==> src/sv/cr_pkg.sv <==
// ----------------------------------------------------------------------------
// cr_pkg: shared types and constants for the circle rasterizer
// Step descriptor passed from the front end to the pixel emitter, plus
// opcodes and fixed output widths.
// ----------------------------------------------------------------------------
package cr_pkg;

   // output coordinate width, two's complement
   localparam int PIX_WIDTH = 14;
   localparam int COLOR_WIDTH = 32;

   // step queue depth and its pointer/count widths
   localparam int QUEUE_DEPTH = 4;
   localparam int QPTR_WIDTH = $clog2(QUEUE_DEPTH);
   localparam int QCNT_WIDTH = $clog2(QUEUE_DEPTH + 1);

   // input opcodes
   localparam logic OP_START = 1'b0;
   localparam logic OP_ADVANCE = 1'b1;

   // index of the last result word of a step
   localparam logic [2:0] LAST_OUTLINE = 3'd7;
   localparam logic [2:0] LAST_FILL = 3'd3;

   typedef logic signed [PIX_WIDTH-1:0] pix_type;

   // one step: either a done marker or the eight mirrored coordinates
   // a = offset_x, b = offset_y
   typedef struct packed {
      logic done;
      logic fill;
      pix_type x_pa;
      pix_type x_ma;
      pix_type x_pb;
      pix_type x_mb;
      pix_type y_pa;
      pix_type y_ma;
      pix_type y_pb;
      pix_type y_mb;
      logic [COLOR_WIDTH-1:0] color;
   } step_type;

endpackage

==> src/sv/cr_front.sv <==
// ----------------------------------------------------------------------------
// cr_front: circle state and step generator
// Takes start and advance words, keeps the center, offsets and decision
// term, and pushes one step descriptor per advance into the step queue.
// ----------------------------------------------------------------------------
module cr_front #(
   parameter int COORD_WIDTH = 12
) (
   input  logic clock,
   input  logic reset,
   input  logic req_push,
   output logic req_full,
   input  logic req_operation,
   input  logic [COORD_WIDTH-1:0] req_center_x,
   input  logic [COORD_WIDTH-1:0] req_center_y,
   input  logic [COORD_WIDTH-1:0] req_radius,
   input  logic req_fill_mode,
   input  logic [cr_pkg::COLOR_WIDTH-1:0] req_color,
   output logic q_push,
   output cr_pkg::step_type q_data,
   input  logic q_full
);
   import cr_pkg::*;

   localparam int OW = COORD_WIDTH + 2;             // offsets, signed
   localparam int DW = COORD_WIDTH + 3;             // decision term, signed
   localparam int AW = DW + 1;                      // decision arithmetic
   localparam int EW = (COORD_WIDTH + 3 > PIX_WIDTH) ? COORD_WIDTH + 3 : PIX_WIDTH;

   logic [COORD_WIDTH-1:0] center_col_ff, center_col_in;
   logic [COORD_WIDTH-1:0] center_row_ff, center_row_in;
   logic [COORD_WIDTH-1:0] radius_ff, radius_in;
   logic signed [OW-1:0] offset_x_ff, offset_x_in;
   logic signed [OW-1:0] offset_y_ff, offset_y_in;
   logic signed [DW-1:0] decision_ff, decision_in;
   logic fill_ff, fill_in;
   logic [COLOR_WIDTH-1:0] color_ff, color_in;
   logic active_ff, active_in;

   logic accept;
   logic complete;
   logic signed [AW-1:0] ox_e, oy_e, r_e, d_e, two_ox, two_rmy;
   logic signed [AW-1:0] d_next;
   logic signed [EW-1:0] cx_e, cy_e, ox_c, oy_c;
   logic signed [EW-1:0] x_pa, x_ma, x_pb, x_mb, y_pa, y_ma, y_pb, y_mb;

   assign req_full = q_full;
   assign accept = req_push && !q_full;
   assign complete = !active_ff || (offset_y_ff < offset_x_ff);

   // three-way decision update
   always_comb begin
      ox_e = {{(AW-OW){offset_x_ff[OW-1]}}, offset_x_ff};
      oy_e = {{(AW-OW){offset_y_ff[OW-1]}}, offset_y_ff};
      r_e = {{(AW-COORD_WIDTH){1'b0}}, radius_ff};
      d_e = {decision_ff[DW-1], decision_ff};
      two_ox = ox_e <<< 1;
      two_rmy = (r_e - oy_e) <<< 1;
      d_next = d_e;
      offset_x_in = offset_x_ff;
      offset_y_in = offset_y_ff;
      if (d_e >= two_ox) begin
         d_next = d_e - two_ox - AW'(1);
         offset_x_in = offset_x_ff + OW'(1);
      end else if (d_e < two_rmy) begin
         d_next = d_e + (oy_e <<< 1) - AW'(1);
         offset_y_in = offset_y_ff - OW'(1);
      end else begin
         d_next = d_e + ((oy_e - ox_e - AW'(1)) <<< 1);
         offset_y_in = offset_y_ff - OW'(1);
         offset_x_in = offset_x_ff + OW'(1);
      end
   end

   // mirrored coordinates, wrapped to the output width
   always_comb begin
      cx_e = {{(EW-COORD_WIDTH){1'b0}}, center_col_ff};
      cy_e = {{(EW-COORD_WIDTH){1'b0}}, center_row_ff};
      ox_c = {{(EW-OW){offset_x_ff[OW-1]}}, offset_x_ff};
      oy_c = {{(EW-OW){offset_y_ff[OW-1]}}, offset_y_ff};
      x_pa = cx_e + ox_c;
      x_ma = cx_e - ox_c;
      x_pb = cx_e + oy_c;
      x_mb = cx_e - oy_c;
      y_pa = cy_e + ox_c;
      y_ma = cy_e - ox_c;
      y_pb = cy_e + oy_c;
      y_mb = cy_e - oy_c;
   end

   // step descriptor
   always_comb begin
      q_push = accept && (req_operation == OP_ADVANCE);
      q_data.done = complete;
      q_data.fill = fill_ff;
      q_data.x_pa = x_pa[PIX_WIDTH-1:0];
      q_data.x_ma = x_ma[PIX_WIDTH-1:0];
      q_data.x_pb = x_pb[PIX_WIDTH-1:0];
      q_data.x_mb = x_mb[PIX_WIDTH-1:0];
      q_data.y_pa = y_pa[PIX_WIDTH-1:0];
      q_data.y_ma = y_ma[PIX_WIDTH-1:0];
      q_data.y_pb = y_pb[PIX_WIDTH-1:0];
      q_data.y_mb = y_mb[PIX_WIDTH-1:0];
      q_data.color = color_ff;
   end

   // next state
   always_comb begin
      center_col_in = center_col_ff;
      center_row_in = center_row_ff;
      radius_in = radius_ff;
      fill_in = fill_ff;
      color_in = color_ff;
      active_in = active_ff;
      decision_in = decision_ff;
      if (accept && (req_operation == OP_START)) begin
         center_col_in = req_center_x;
         center_row_in = req_center_y;
         radius_in = req_radius;
         fill_in = req_fill_mode;
         color_in = req_color;
         active_in = 1'b1;
         decision_in = {3'b000, req_radius} - DW'(1);
      end else if (accept && complete) begin
         active_in = 1'b0;
      end else if (accept) begin
         decision_in = d_next[DW-1:0];
      end
   end

   always_ff @(posedge clock) begin
      if (reset) begin
         center_col_ff <= '0;
         center_row_ff <= '0;
         radius_ff <= '0;
         offset_x_ff <= '0;
         offset_y_ff <= '0;
         decision_ff <= '0;
         fill_ff <= 1'b0;
         color_ff <= '0;
         active_ff <= 1'b0;
      end else begin
         center_col_ff <= center_col_in;
         center_row_ff <= center_row_in;
         radius_ff <= radius_in;
         fill_ff <= fill_in;
         color_ff <= color_in;
         active_ff <= active_in;
         decision_ff <= decision_in;
         if (accept && (req_operation == OP_START)) begin
            offset_x_ff <= '0;
            offset_y_ff <= {2'b00, req_radius};
         end else if (accept && !complete) begin
            offset_x_ff <= offset_x_in;
            offset_y_ff <= offset_y_in;
         end
      end
   end

endmodule

==> src/sv/cr_queue.sv <==
// ----------------------------------------------------------------------------
// cr_queue: step descriptor queue
// Small register queue between the step generator and the pixel emitter.
// ----------------------------------------------------------------------------
module cr_queue (
   input  logic clock,
   input  logic reset,
   input  logic push,
   input  cr_pkg::step_type push_data,
   output logic full,
   input  logic pop,
   output cr_pkg::step_type pop_data,
   output logic empty
);
   import cr_pkg::*;

   step_type entry_ff [QUEUE_DEPTH];
   logic [QPTR_WIDTH-1:0] wr_ptr_ff, rd_ptr_ff;
   logic [QCNT_WIDTH-1:0] count_ff;
   logic do_push, do_pop;

   assign full = (count_ff == QCNT_WIDTH'(QUEUE_DEPTH));
   assign empty = (count_ff == '0);
   assign do_push = push && !full;
   assign do_pop = pop && !empty;
   assign pop_data = entry_ff[rd_ptr_ff];

   // storage
   always_ff @(posedge clock) begin
      if (do_push) begin
         entry_ff[wr_ptr_ff] <= push_data;
      end
   end

   // pointers and fill count
   always_ff @(posedge clock) begin
      if (reset) begin
         wr_ptr_ff <= '0;
         rd_ptr_ff <= '0;
         count_ff <= '0;
      end else begin
         if (do_push) begin
            wr_ptr_ff <= wr_ptr_ff + QPTR_WIDTH'(1);
         end
         if (do_pop) begin
            rd_ptr_ff <= rd_ptr_ff + QPTR_WIDTH'(1);
         end
         if (do_push && !do_pop) begin
            count_ff <= count_ff + QCNT_WIDTH'(1);
         end else if (do_pop && !do_push) begin
            count_ff <= count_ff - QCNT_WIDTH'(1);
         end
      end
   end

`ifndef SYNTHESIS
   a_no_push_full: assert property (@(posedge clock) disable iff (reset)
      !(push && full)) else $error("step pushed into full queue");
   a_no_pop_empty: assert property (@(posedge clock) disable iff (reset)
      !(pop && empty)) else $error("step popped from empty queue");
   a_count_range: assert property (@(posedge clock) disable iff (reset)
      count_ff <= QCNT_WIDTH'(QUEUE_DEPTH)) else $error("queue count overflow");
`endif

endmodule

==> src/sv/cr_back.sv <==
// ----------------------------------------------------------------------------
// cr_back: pixel emitter
// Walks one step descriptor into an output register, one result word per
// cycle while that register is drained through the empty/pop interface.
// ----------------------------------------------------------------------------
module cr_back (
   input  logic clock,
   input  logic reset,
   input  logic q_empty,
   input  cr_pkg::step_type q_data,
   output logic q_pop,
   output logic rsp_empty,
   input  logic rsp_pop,
   output logic signed [cr_pkg::PIX_WIDTH-1:0] rsp_pixel_x,
   output logic signed [cr_pkg::PIX_WIDTH-1:0] rsp_pixel_y,
   output logic signed [cr_pkg::PIX_WIDTH-1:0] rsp_span_end_x,
   output logic [cr_pkg::COLOR_WIDTH-1:0] rsp_pixel_color,
   output logic rsp_finished,
   output logic rsp_last_of_step
);
   import cr_pkg::*;

   step_type cur_ff;
   logic cur_valid_ff;
   logic [2:0] idx_ff;
   logic out_valid_ff;
   pix_type px_ff, py_ff, ex_ff;
   logic [COLOR_WIDTH-1:0] color_ff;
   logic finished_ff, last_ff;

   logic take, last;
   pix_type px_in, py_in, ex_in;

   assign take = cur_valid_ff && (!out_valid_ff || rsp_pop);
   assign last = cur_ff.done || (cur_ff.fill ? (idx_ff == LAST_FILL)
                                             : (idx_ff == LAST_OUTLINE));
   assign q_pop = !q_empty && (!cur_valid_ff || (take && last));

   // result select for the current index
   always_comb begin
      px_in = '0;
      py_in = '0;
      ex_in = '0;
      if (cur_ff.fill) begin
         case (idx_ff[1:0])
            2'd0: begin px_in = cur_ff.x_mb; py_in = cur_ff.y_pa; ex_in = cur_ff.x_pb; end
            2'd1: begin px_in = cur_ff.x_ma; py_in = cur_ff.y_pb; ex_in = cur_ff.x_pa; end
            2'd2: begin px_in = cur_ff.x_ma; py_in = cur_ff.y_mb; ex_in = cur_ff.x_pa; end
            2'd3: begin px_in = cur_ff.x_mb; py_in = cur_ff.y_ma; ex_in = cur_ff.x_pb; end
            default: begin px_in = '0; py_in = '0; ex_in = '0; end
         endcase
      end else begin
         case (idx_ff)
            3'd0: begin px_in = cur_ff.x_pa; py_in = cur_ff.y_pb; end
            3'd1: begin px_in = cur_ff.x_pb; py_in = cur_ff.y_pa; end
            3'd2: begin px_in = cur_ff.x_ma; py_in = cur_ff.y_pb; end
            3'd3: begin px_in = cur_ff.x_mb; py_in = cur_ff.y_pa; end
            3'd4: begin px_in = cur_ff.x_pa; py_in = cur_ff.y_mb; end
            3'd5: begin px_in = cur_ff.x_pb; py_in = cur_ff.y_ma; end
            3'd6: begin px_in = cur_ff.x_ma; py_in = cur_ff.y_mb; end
            3'd7: begin px_in = cur_ff.x_mb; py_in = cur_ff.y_ma; end
            default: begin px_in = '0; py_in = '0; end
         endcase
         ex_in = px_in;
      end
   end

   // walker control and output valid
   always_ff @(posedge clock) begin
      if (reset) begin
         cur_valid_ff <= 1'b0;
         idx_ff <= '0;
         out_valid_ff <= 1'b0;
      end else begin
         if (take) begin
            out_valid_ff <= 1'b1;
         end else if (rsp_pop) begin
            out_valid_ff <= 1'b0;
         end
         // a new descriptor replaces the finished one in the same cycle
         if (q_pop) begin
            cur_valid_ff <= 1'b1;
            idx_ff <= '0;
         end else if (take && last) begin
            cur_valid_ff <= 1'b0;
            idx_ff <= '0;
         end else if (take) begin
            idx_ff <= idx_ff + 3'd1;
         end
      end
   end

   // descriptor and result payload
   always_ff @(posedge clock) begin
      if (q_pop) begin
         cur_ff <= q_data;
      end
      if (take) begin
         finished_ff <= cur_ff.done;
         last_ff <= last;
         if (cur_ff.done) begin
            px_ff <= '0;
            py_ff <= '0;
            ex_ff <= '0;
            color_ff <= '0;
         end else begin
            px_ff <= px_in;
            py_ff <= py_in;
            ex_ff <= ex_in;
            color_ff <= cur_ff.color;
         end
      end
   end

   assign rsp_empty = !out_valid_ff;
   assign rsp_pixel_x = px_ff;
   assign rsp_pixel_y = py_ff;
   assign rsp_span_end_x = ex_ff;
   assign rsp_pixel_color = color_ff;
   assign rsp_finished = finished_ff;
   assign rsp_last_of_step = last_ff;

`ifndef SYNTHESIS
   a_fill_index: assert property (@(posedge clock) disable iff (reset)
      (cur_valid_ff && cur_ff.fill) |-> (idx_ff <= LAST_FILL))
      else $error("fill step index past last span");
   a_done_alone: assert property (@(posedge clock) disable iff (reset)
      (out_valid_ff && rsp_finished) |-> (rsp_last_of_step && rsp_pixel_color == '0))
      else $error("done word carries geometry or is not last");
   a_pop_on_boundary: assert property (@(posedge clock) disable iff (reset)
      (q_pop && cur_valid_ff) |-> (take && last))
      else $error("descriptor replaced mid-step");
`endif

endmodule

==> src/sv/circle_rasterizer.sv <==
// Result path: an advance word goes through the step queue and the emitter's
// current step into its output register; a start word produces no result.
// Throughput: one emitter result word per cycle while results are popped; an
// outline step gives eight words, a fill step four, a done word one; the step
// queue lets the front end take words back to back until it holds 4 steps.
// Reset: synchronous, clears the circle state, the queue and the output valid.
// ----------------------------------------------------------------------------
// circle_rasterizer: midpoint circle generator, three-way decision rule
// Front end keeps circle state and builds step descriptors; the emitter
// walks each step into outline pixels or fill spans.
// ----------------------------------------------------------------------------
module circle_rasterizer #(
   parameter int COORD_WIDTH = 12
) (
   input  logic clock,
   input  logic reset,
   input  logic push,
   output logic full,
   input  logic req_operation,
   input  logic [COORD_WIDTH-1:0] req_center_x,
   input  logic [COORD_WIDTH-1:0] req_center_y,
   input  logic [COORD_WIDTH-1:0] req_radius,
   input  logic req_fill_mode,
   input  logic [cr_pkg::COLOR_WIDTH-1:0] req_color,
   output logic empty,
   input  logic pop,
   output logic signed [cr_pkg::PIX_WIDTH-1:0] rsp_pixel_x,
   output logic signed [cr_pkg::PIX_WIDTH-1:0] rsp_pixel_y,
   output logic signed [cr_pkg::PIX_WIDTH-1:0] rsp_span_end_x,
   output logic [cr_pkg::COLOR_WIDTH-1:0] rsp_pixel_color,
   output logic rsp_finished,
   output logic rsp_last_of_step
);
   import cr_pkg::*;

   logic q_push, q_full, q_pop, q_empty;
   step_type q_wdata, q_rdata;

   // step generator
   cr_front #(
      .COORD_WIDTH(COORD_WIDTH)
   ) u_front (
      .clock(clock),
      .reset(reset),
      .req_push(push),
      .req_full(full),
      .req_operation(req_operation),
      .req_center_x(req_center_x),
      .req_center_y(req_center_y),
      .req_radius(req_radius),
      .req_fill_mode(req_fill_mode),
      .req_color(req_color),
      .q_push(q_push),
      .q_data(q_wdata),
      .q_full(q_full)
   );

   // step queue
   cr_queue u_queue (
      .clock(clock),
      .reset(reset),
      .push(q_push),
      .push_data(q_wdata),
      .full(q_full),
      .pop(q_pop),
      .pop_data(q_rdata),
      .empty(q_empty)
   );

   // pixel emitter
   cr_back u_back (
      .clock(clock),
      .reset(reset),
      .q_empty(q_empty),
      .q_data(q_rdata),
      .q_pop(q_pop),
      .rsp_empty(empty),
      .rsp_pop(pop),
      .rsp_pixel_x(rsp_pixel_x),
      .rsp_pixel_y(rsp_pixel_y),
      .rsp_span_end_x(rsp_span_end_x),
      .rsp_pixel_color(rsp_pixel_color),
      .rsp_finished(rsp_finished),
      .rsp_last_of_step(rsp_last_of_step)
   );

endmodule

==> config.mk <==
export PLATFORM = sky130hd
export DESIGN_NAME = circle_rasterizer
export DESIGN_NICKNAME = d
export VERILOG_FILES = /design/src/sv/cr_pkg.sv /design/src/sv/cr_front.sv /design/src/sv/cr_queue.sv /design/src/sv/cr_back.sv /design/src/sv/circle_rasterizer.sv
export SDC_FILE = /design/constraint.sdc
export NUM_CORES = 1
export LEC_CHECK = 0
export BUFFER_PORTS_ARGS = -buffer_cell sky130_fd_sc_hd__clkbuf_2
export CAP_MARGIN = 5
export CORE_MARGIN = 2
export CORE_UTILIZATION = 50
export CTS_CLUSTER_DIAMETER = 100
export DETAILED_ROUTE_END_ITERATION = 7
export PLACE_DENSITY = 0.69
export SLEW_MARGIN = 0
export SYNTH_ARGS = -nofsm -noshare
export SYNTH_HDL_FRONTEND = slang
export SYNTH_SLANG_ARGS = --single-unit
==> constraint.sdc <==
create_clock -name clock -period 12.4 [get_ports clock]
set_clock_uncertainty 0.1 [all_clocks]
set_input_delay 1.24 -clock clock [delete_from_list [all_inputs] [get_ports clock]]
set_output_delay 1.24 -clock clock [all_outputs]
set_load 0.005 [all_outputs]
Yosys cells after proc, flatten, opt, wreduce, memory -nomap -nowiden
Memory sizes are Yosys's and may differ from the RTL's. A register that Yosys moved wholly into a read port is not among the register bits.
Cells that the tools add are included.
- register bits: 201
- bits in latches: 0
- memory bits (writable): 584
- bits in read-only memories: 0
- bits of input ports: 74
- output and inout bits: 78
- logic and storage cells: 144
- memories kept: 1
- memory list (name ; depth ; width ; rd ports ; clocked after Yosys merged registers in ; wr ports ; RTL line ; RTL):
    u_queue.entry_ff ; 4 ; 146 ; 1 ; 1 ; 1 ; cr_queue.sv:17 ; step_type entry_ff [QUEUE_DEPTH];
- add/subtract/negate cells: 24
- multipliers: 0
- div/mod/pow operators: 0
- order comparisons: 3
- eq/ne operators: 14
- shift-type cells: 0
- multiplexer cells: 29
- bitwise gates (word level): 2
- reductions and logical operators: 49
- operators with widths (cell ; count):
    14-bit case mux with 4 select lines ; 3
    15-bit 2-to-1 mux ; 5
    14-bit 2-to-1 mux ; 5
    13-bit by 14-bit adder with 14-bit output ; 4
    14-bit case mux with 2 select lines ; 2
    13-bit by 14-bit subtractor with 14-bit output ; 4
    12-bit 2-to-1 mux ; 3
    15-bit adder ; 2
    15-bit by 2-bit subtractor with 15-bit output, second input constant ; 2
    14-bit by 2-bit subtractor with 14-bit output, second input constant ; 2
    2-bit OR reduction ; 11
    15-bit by 16-bit less-than comparator with 1-bit output ; 1
    3-bit equality test, second input constant ; 5
    15-bit >= comparator ; 1
    13-bit by 14-bit subtractor with 15-bit output ; 1
    15-bit subtractor ; 1
    14-bit by 2-bit adder with 14-bit output, second input constant ; 1
    14-bit less-than comparator ; 1
    14-bit subtractor ; 1
    12-bit by 1-bit subtractor with 13-bit output, second input constant ; 1
    1-bit logical AND ; 12
    2-bit nonzero test ; 6
    1-bit 2-to-1 mux ; 9
    1-bit logical NOT ; 8
    16 further kinds ; 30

Logic depth before layout (Yosys ltp)
- depth after elaboration: 10
- gate-level depth with buffers: 23
- depth with buffers taken out: 21

Hierarchy
From an unflattened synthesis, not the netlist that was laid out.
- cell total of the unflattened synthesis: 3034
- area total of the unflattened synthesis: 42954.9 um^2
- by module, submodules not included (module ; times used ; cells an instance ; area each (um^2) ; seq. area each (um^2)):
    cr_queue ; 1 ; 810 ; 21493.1 ; 17717.0
    cr_front ; 1 ; 1682 ; 12633.4 ; 2262.2
    cr_back ; 1 ; 542 ; 8828.5 ; 6766.5

Least setup slack after synthesis
OpenSTA, ideal clock, no wires.
- path type: in2reg
- start point: input port pop
- end point: register u_queue.count_ff[2]
- setup time: 0.070 ns
- arrival time: 12.809 ns
- required time: 12.230 ns
- slack: -0.580 ns
- stages on the path: 12
- buffers on the path: 1
- cells stage by stage: nand2b_1 and2_1 clkbuf_1 nand2_1 a21oi_1 inv_1 ha_1 inv_1 fa_1 xor2_1 or3_1 a21oi_1
- word-level cells in the longest chain between the ends: 9
- elaborated cells between the ends (all ways): 11
- classes of those cells: mux (1); reduce/logical (10)
- RTL lines (element ; RTL line ; RTL):
    from (decl) ; circle_rasterizer.sv:26 ; input logic pop,
    1-bit logical OR (*) ; cr_back.sv:34 ; assign take = cur_valid_ff && (!out_valid_ff || rsp_pop);
    1-bit logical AND (*) ; cr_back.sv:34 ;
    named net u_back.take ; cr_back.sv:31 ; logic take, last;
    1-bit logical AND (*) ; cr_back.sv:37 ; assign q_pop = !q_empty && (!cur_valid_ff || (take && last));
    1-bit logical OR (*) ; cr_back.sv:37 ;
    1-bit logical AND (*) ; cr_back.sv:37 ;
    named net q_pop ; circle_rasterizer.sv:36 ; logic q_push, q_full, q_pop, q_empty;
    1-bit logical AND (*) ; cr_queue.sv:25 ; assign do_pop = pop && !empty;
    1-bit logical NOT ; cr_queue.sv:48 ; if (do_push && !do_pop) begin
    1-bit logical AND ; cr_queue.sv:48 ;
    3-bit 2-to-1 mux / 2-bit nonzero test (equally long branches) ; - ;
    to (signal assigned) ; cr_queue.sv:49 ; count_ff <= count_ff + QCNT_WIDTH'(1);
    to (signal assigned) ; cr_queue.sv:51 ; count_ff <= count_ff - QCNT_WIDTH'(1);
    to (decl) ; cr_queue.sv:19 ; logic [QCNT_WIDTH-1:0] count_ff;
Mark *: on every way through the listed nets, which the timed path passes. The rest lies on a longest branch.
A chain may end at the register's enable or synchronous reset.

Worst setup path after layout
- start point: register u_front.offset_y_ff[1]
- end point: register u_front.offset_x_ff[12]
- word-level cells in the longest chain between the ends: 5
- elaborated cells between the ends (all ways): 8
- classes of those cells: add/sub (1); order compare (2); eq/ne (1); reduce/logical (4)
- RTL lines (element ; RTL line ; RTL):
    from (decl) ; cr_front.sv:34 ; logic signed [OW-1:0] offset_y_ff, offset_y_in;
    from (signal assigned) ; cr_front.sv:152 ; offset_y_ff <= {2'b00, req_radius};
    from (signal assigned) ; cr_front.sv:155 ; offset_y_ff <= offset_y_in;
    branches (longest 4 deep; another with 15-bit by 16-bit less-than comparator with 1-bit output) ; - ;
    2-bit AND reduction (no line) (*) ; - ;
    to (signal assigned) ; cr_front.sv:154 ; offset_x_ff <= offset_x_in;
    to (decl) ; cr_front.sv:33 ; logic signed [OW-1:0] offset_x_ff, offset_x_in;
Mark *: on every way between the ends.

==> results.toml <==
[sta]
min_period_ns = 6.13
report.final.slew_viol_count = 0
setup_violations = 0
rsz0062_at_grt = "no"
fin_crit_sh = 0.494
worstMarginPinSlew_ns = 1.08
final_hold_viol_count = 0
setup_tns_ns = 0
max_freq_mhz = 163
slew_headroom = 0.274

[worst_setup_path]
worst_setup_path_start_kind = "flop"
crit_family = "compound AO/OA/AOI/OAI gates"
cp.required_ns = 12.82
reg2reg_from = "u_front.offset_y_ff[1]"
critical_path_depth = 19
crit_path_top_delay_cell = "or2_2"
max_stage_delay_ns = 0.77
r2r_end = "u_front.offset_x_ff[12]"
end_kind = "flop"
worstSetupPathType = "reg2reg"
reg2regPathDepth = 19
startpoint = "u_front.offset_y_ff[1]"
crit_chain = "inv_1 > fa_1 > a21o_1 > a21oi_1 > nor2b_1 > o21ai_0 > a21oi_1 > a211oi_1 > nor2_1 > xnor2_1 > ha_1 > a21o_1 > a211oi_1 > nor4b_1 > o211a_1 > or2_2 > a211oi_4 > and3_1 > o21a_1"
worstPathArrival_ns = 6.55
rrSetupSlack_ns = 6.27
path_buf_inv = 1
crit_path_max_fanout = 28
cp-endpoint = "u_front.offset_x_ff[12]"

[min_path]
hold_path.class = "reg2reg"

[synthesis]
syn_nets = 3350
ys_ff_latch = 910
synthFlopType = "edfxtp_1"
yosysTopAreaCellShare = 0.556
synth_cells = 3055
synth_top_area_cell = "edfxtp_1"
yosysSeqAreaShare = 0.615
synth.area.top_cells = "edfxtp_1 (56%), mux4_2 (7.5%), ha_1 (6.1%), dfxtp_1 (5.9%), a21oi_1 (3.1%)"
synth-edff-count = 785
syn_avg_cell_area_um2 = 13.9
synth.cell_area_um2 = 42400
yosys_warnings = 0
synthArstFlopShare = 0
synth.distinct_cells = 85

[clock_network]
clock_latency_ns = 0.65
postCtsHoldBufs = 0
cts_max_level = 3
clk_pin_slew_ns = 0.06
cts_sinks = 910
cts-buffers-inserted = 93
cts_resized = 0
clockBufferDepth = 3
root_buffer = "clkbuf_16"
cts_tree = "built"
cts_setup_buffers = 0

[die]
rows = 106
die_x_um = 295
io_pins = 152
start_util = 0.506
core_area_um2 = 83800
die_area_um2 = 87100
die_h_um = 295

[place]
gp_congestion = 1.06
place_area_um2 = 44300
place_hpwl_mm = 75.3
placed_cells = 4238
portBuffers = 151

[final_layout]
utilization = 0.566
fin_area_um2 = 47400
fin_cells = 4412
antenna_cells = 0
layout-drive-gt1-share = 0.156
nets = 3494
syn_to_final_growth_pct = 11.9

[pwr]
p_leak_nw = 16.9
powerDensity_nw_per_um2 = 240
total_power_mw = 11.4
vdd_drop_max_mv = 0.147

[detailed_routing]
drt_wl_total_mm = 111
first_pass_iters = 8
ant_nets = 0
post-route-drc-count = 2
viasPerCell = 6.06
initialDrtViolationCount = 2855
wire_per_inst_um = 25.1
vias = 26700

[run_status]
failed_checks = "DRC"
outcome = "finished, violations left"

[global_routing]
grt-ovfl-total = 0
grt_max_degree = 110
grt_pass1_vias = 26900
grt_use_total = 0.255
grt_pass1_wl_mm = 166
antenna_found_initial = 2

[flow_run]
cap_violations = 0
[worst min-delay path: stages (launching register included)]
cell     delay [ns]
dfxtp_1        0.31
nand2_1        0.05
a21oi_1        0.05
[cell families after synthesis]
kind of cell,Yosys count,share of synthesized area
mux,183,0.0855
buf+inv,299,0.0271
simple gates,637,0.0701
xor+xnor,169,0.0351
fa+ha+maj,221,0.0677
flops,910,0.615
compound gates,636,0.0992
[worst min path at each step]
stage / startpoint / to / slack [ns] / depth (start not counted)
finish: u_front.radius_ff[0] / u_front.radius_ff[0] / 0.36 / 2
global placement: u_front.radius_ff[3] / u_front.radius_ff[3] / 0.35 / 2
floorplan: u_front.radius_ff[0] / u_front.radius_ff[0] / 0.34 / 2
global route: u_front.radius_ff[0] / u_front.radius_ff[0] / 0.38 / 2
detailed placement: u_front.radius_ff[0] / u_front.radius_ff[0] / 0.35 / 2
CTS: u_front.radius_ff[0] / u_front.radius_ff[0] / 0.36 / 2
[area by class of cell]
class / instances / area [um^2]
fill: 6577 / 36400
sequential: 910 / 26100
multi-input combinational: 1846 / 15200
clock buffer: 124 / 2610
tap: 1134 / 1420
timing repair buffer: 183 / 1010
inverter: 165 / 619
clock inverter: 50 / 492
[state kept, by name, indices dropped and copies added, names as in the netlist, 2 cells and up]
| register | count |
|---|---|
| u_back.cur_ff | 142 |
| u_front.center_row_ff | 12 |
| u_queue.entry_ff | 568 |
| u_back.idx_ff | 3 |
| u_back.rsp_pixel_color | 32 |
| u_back.rsp_span_end_x | 14 |
| u_queue.rd_ptr_ff | 2 |
| u_front.radius_ff | 12 |
| u_front.color_ff | 32 |
| u_front.center_col_ff | 12 |
| u_front.offset_y_ff | 14 |
| u_back.rsp_pixel_x | 13 |
| u_back.rsp_pixel_y | 14 |
| u_queue.wr_ptr_ff | 2 |
| u_queue.count_ff | 3 |
| u_front.offset_x_ff | 14 |
| u_front.decision_ff | 15 |
[where the power goes]
| group | internal (mW) | switching [mW] | total, mW |
|---|---|---|---|
| registers | 4.21 | 0.339 | 4.55 |
| logic | 1.54 | 2.49 | 4.04 |
| clock network | 1.63 | 1.17 | 2.80 |
[per-layer routing]
layer  track usage  part of all wire  vias up
met3        0.0377             0.068      215
met5             0           0.00014        -
met1         0.340              0.41    13400
li1              -                 -    11900
met4        0.0856             0.030        2
met2         0.429              0.49     1156
[synth_stat cells, types with 17 or more instances]
cell,number
nor2b_1,64
dfxtp_1,125
a21o_1,25
o21bai_1,26
o21ai_0,71
o211ai_1,17
a211oi_1,33
ha_1,207
xor2_1,46
nor2_1,141
nand3_1,37
clkbuf_1,98
or3_1,26
mux4_2,142
nor3_1,37
a21oi_1,259
nand2_1,247
a222oi_1,33
mux2i_1,38
o31ai_1,17
inv_1,162
xnor2_1,122
edfxtp_1,785
buf_1,29
[cells in the final DEF, fill, tap and decap left out, drive strengths merged, types with 9 or more instances in the layout]
| master | Yosys | routed |
|---|---|---|
| nand2b | 13 | 13 |
| nand3 | 37 | 37 |
| a221oi | 10 | 10 |
| and2 | 13 | 13 |
| dfxtp | 125 | 125 |
| a21o | 25 | 25 |
| xor2 | 46 | 46 |
| clkinv | 2 | 40 |
| o31ai | 17 | 17 |
| nand4 | 11 | 11 |
| a222oi | 33 | 33 |
| or3 | 26 | 26 |
| nor3 | 37 | 37 |
| mux4 | 142 | 142 |
| o21a | 12 | 12 |
| buf | 36 | 33 |
| and3 | 17 | 17 |
| inv | 163 | 165 |
| o211ai | 17 | 17 |
| xnor2 | 123 | 123 |
| edfxtp | 785 | 785 |
| clkbuf | 98 | 274 |
| ha | 207 | 207 |
| nand2 | 247 | 247 |
| o21ai | 89 | 89 |
| mux2i | 39 | 39 |
| a31oi | 13 | 13 |
| a2111oi | 11 | 11 |
| fa | 14 | 14 |
| a21oi | 259 | 259 |
| nor2b | 64 | 64 |
| nor2 | 141 | 141 |
| o21bai | 26 | 26 |
| o311ai | 9 | 9 |
| a211oi | 35 | 35 |
[through the flow]
step / hold WS (ns) / setup slack [ns]
after floorplan: 0.336 / 2.71
after global placement: 0.350 / 6.43
after detailed placement: 0.350 / 6.36
after CTS: 0.358 / 6.35
after global routing: 0.382 / 5.96
final: 0.355 / 6.27
Power figures use the tool's default switching activity.
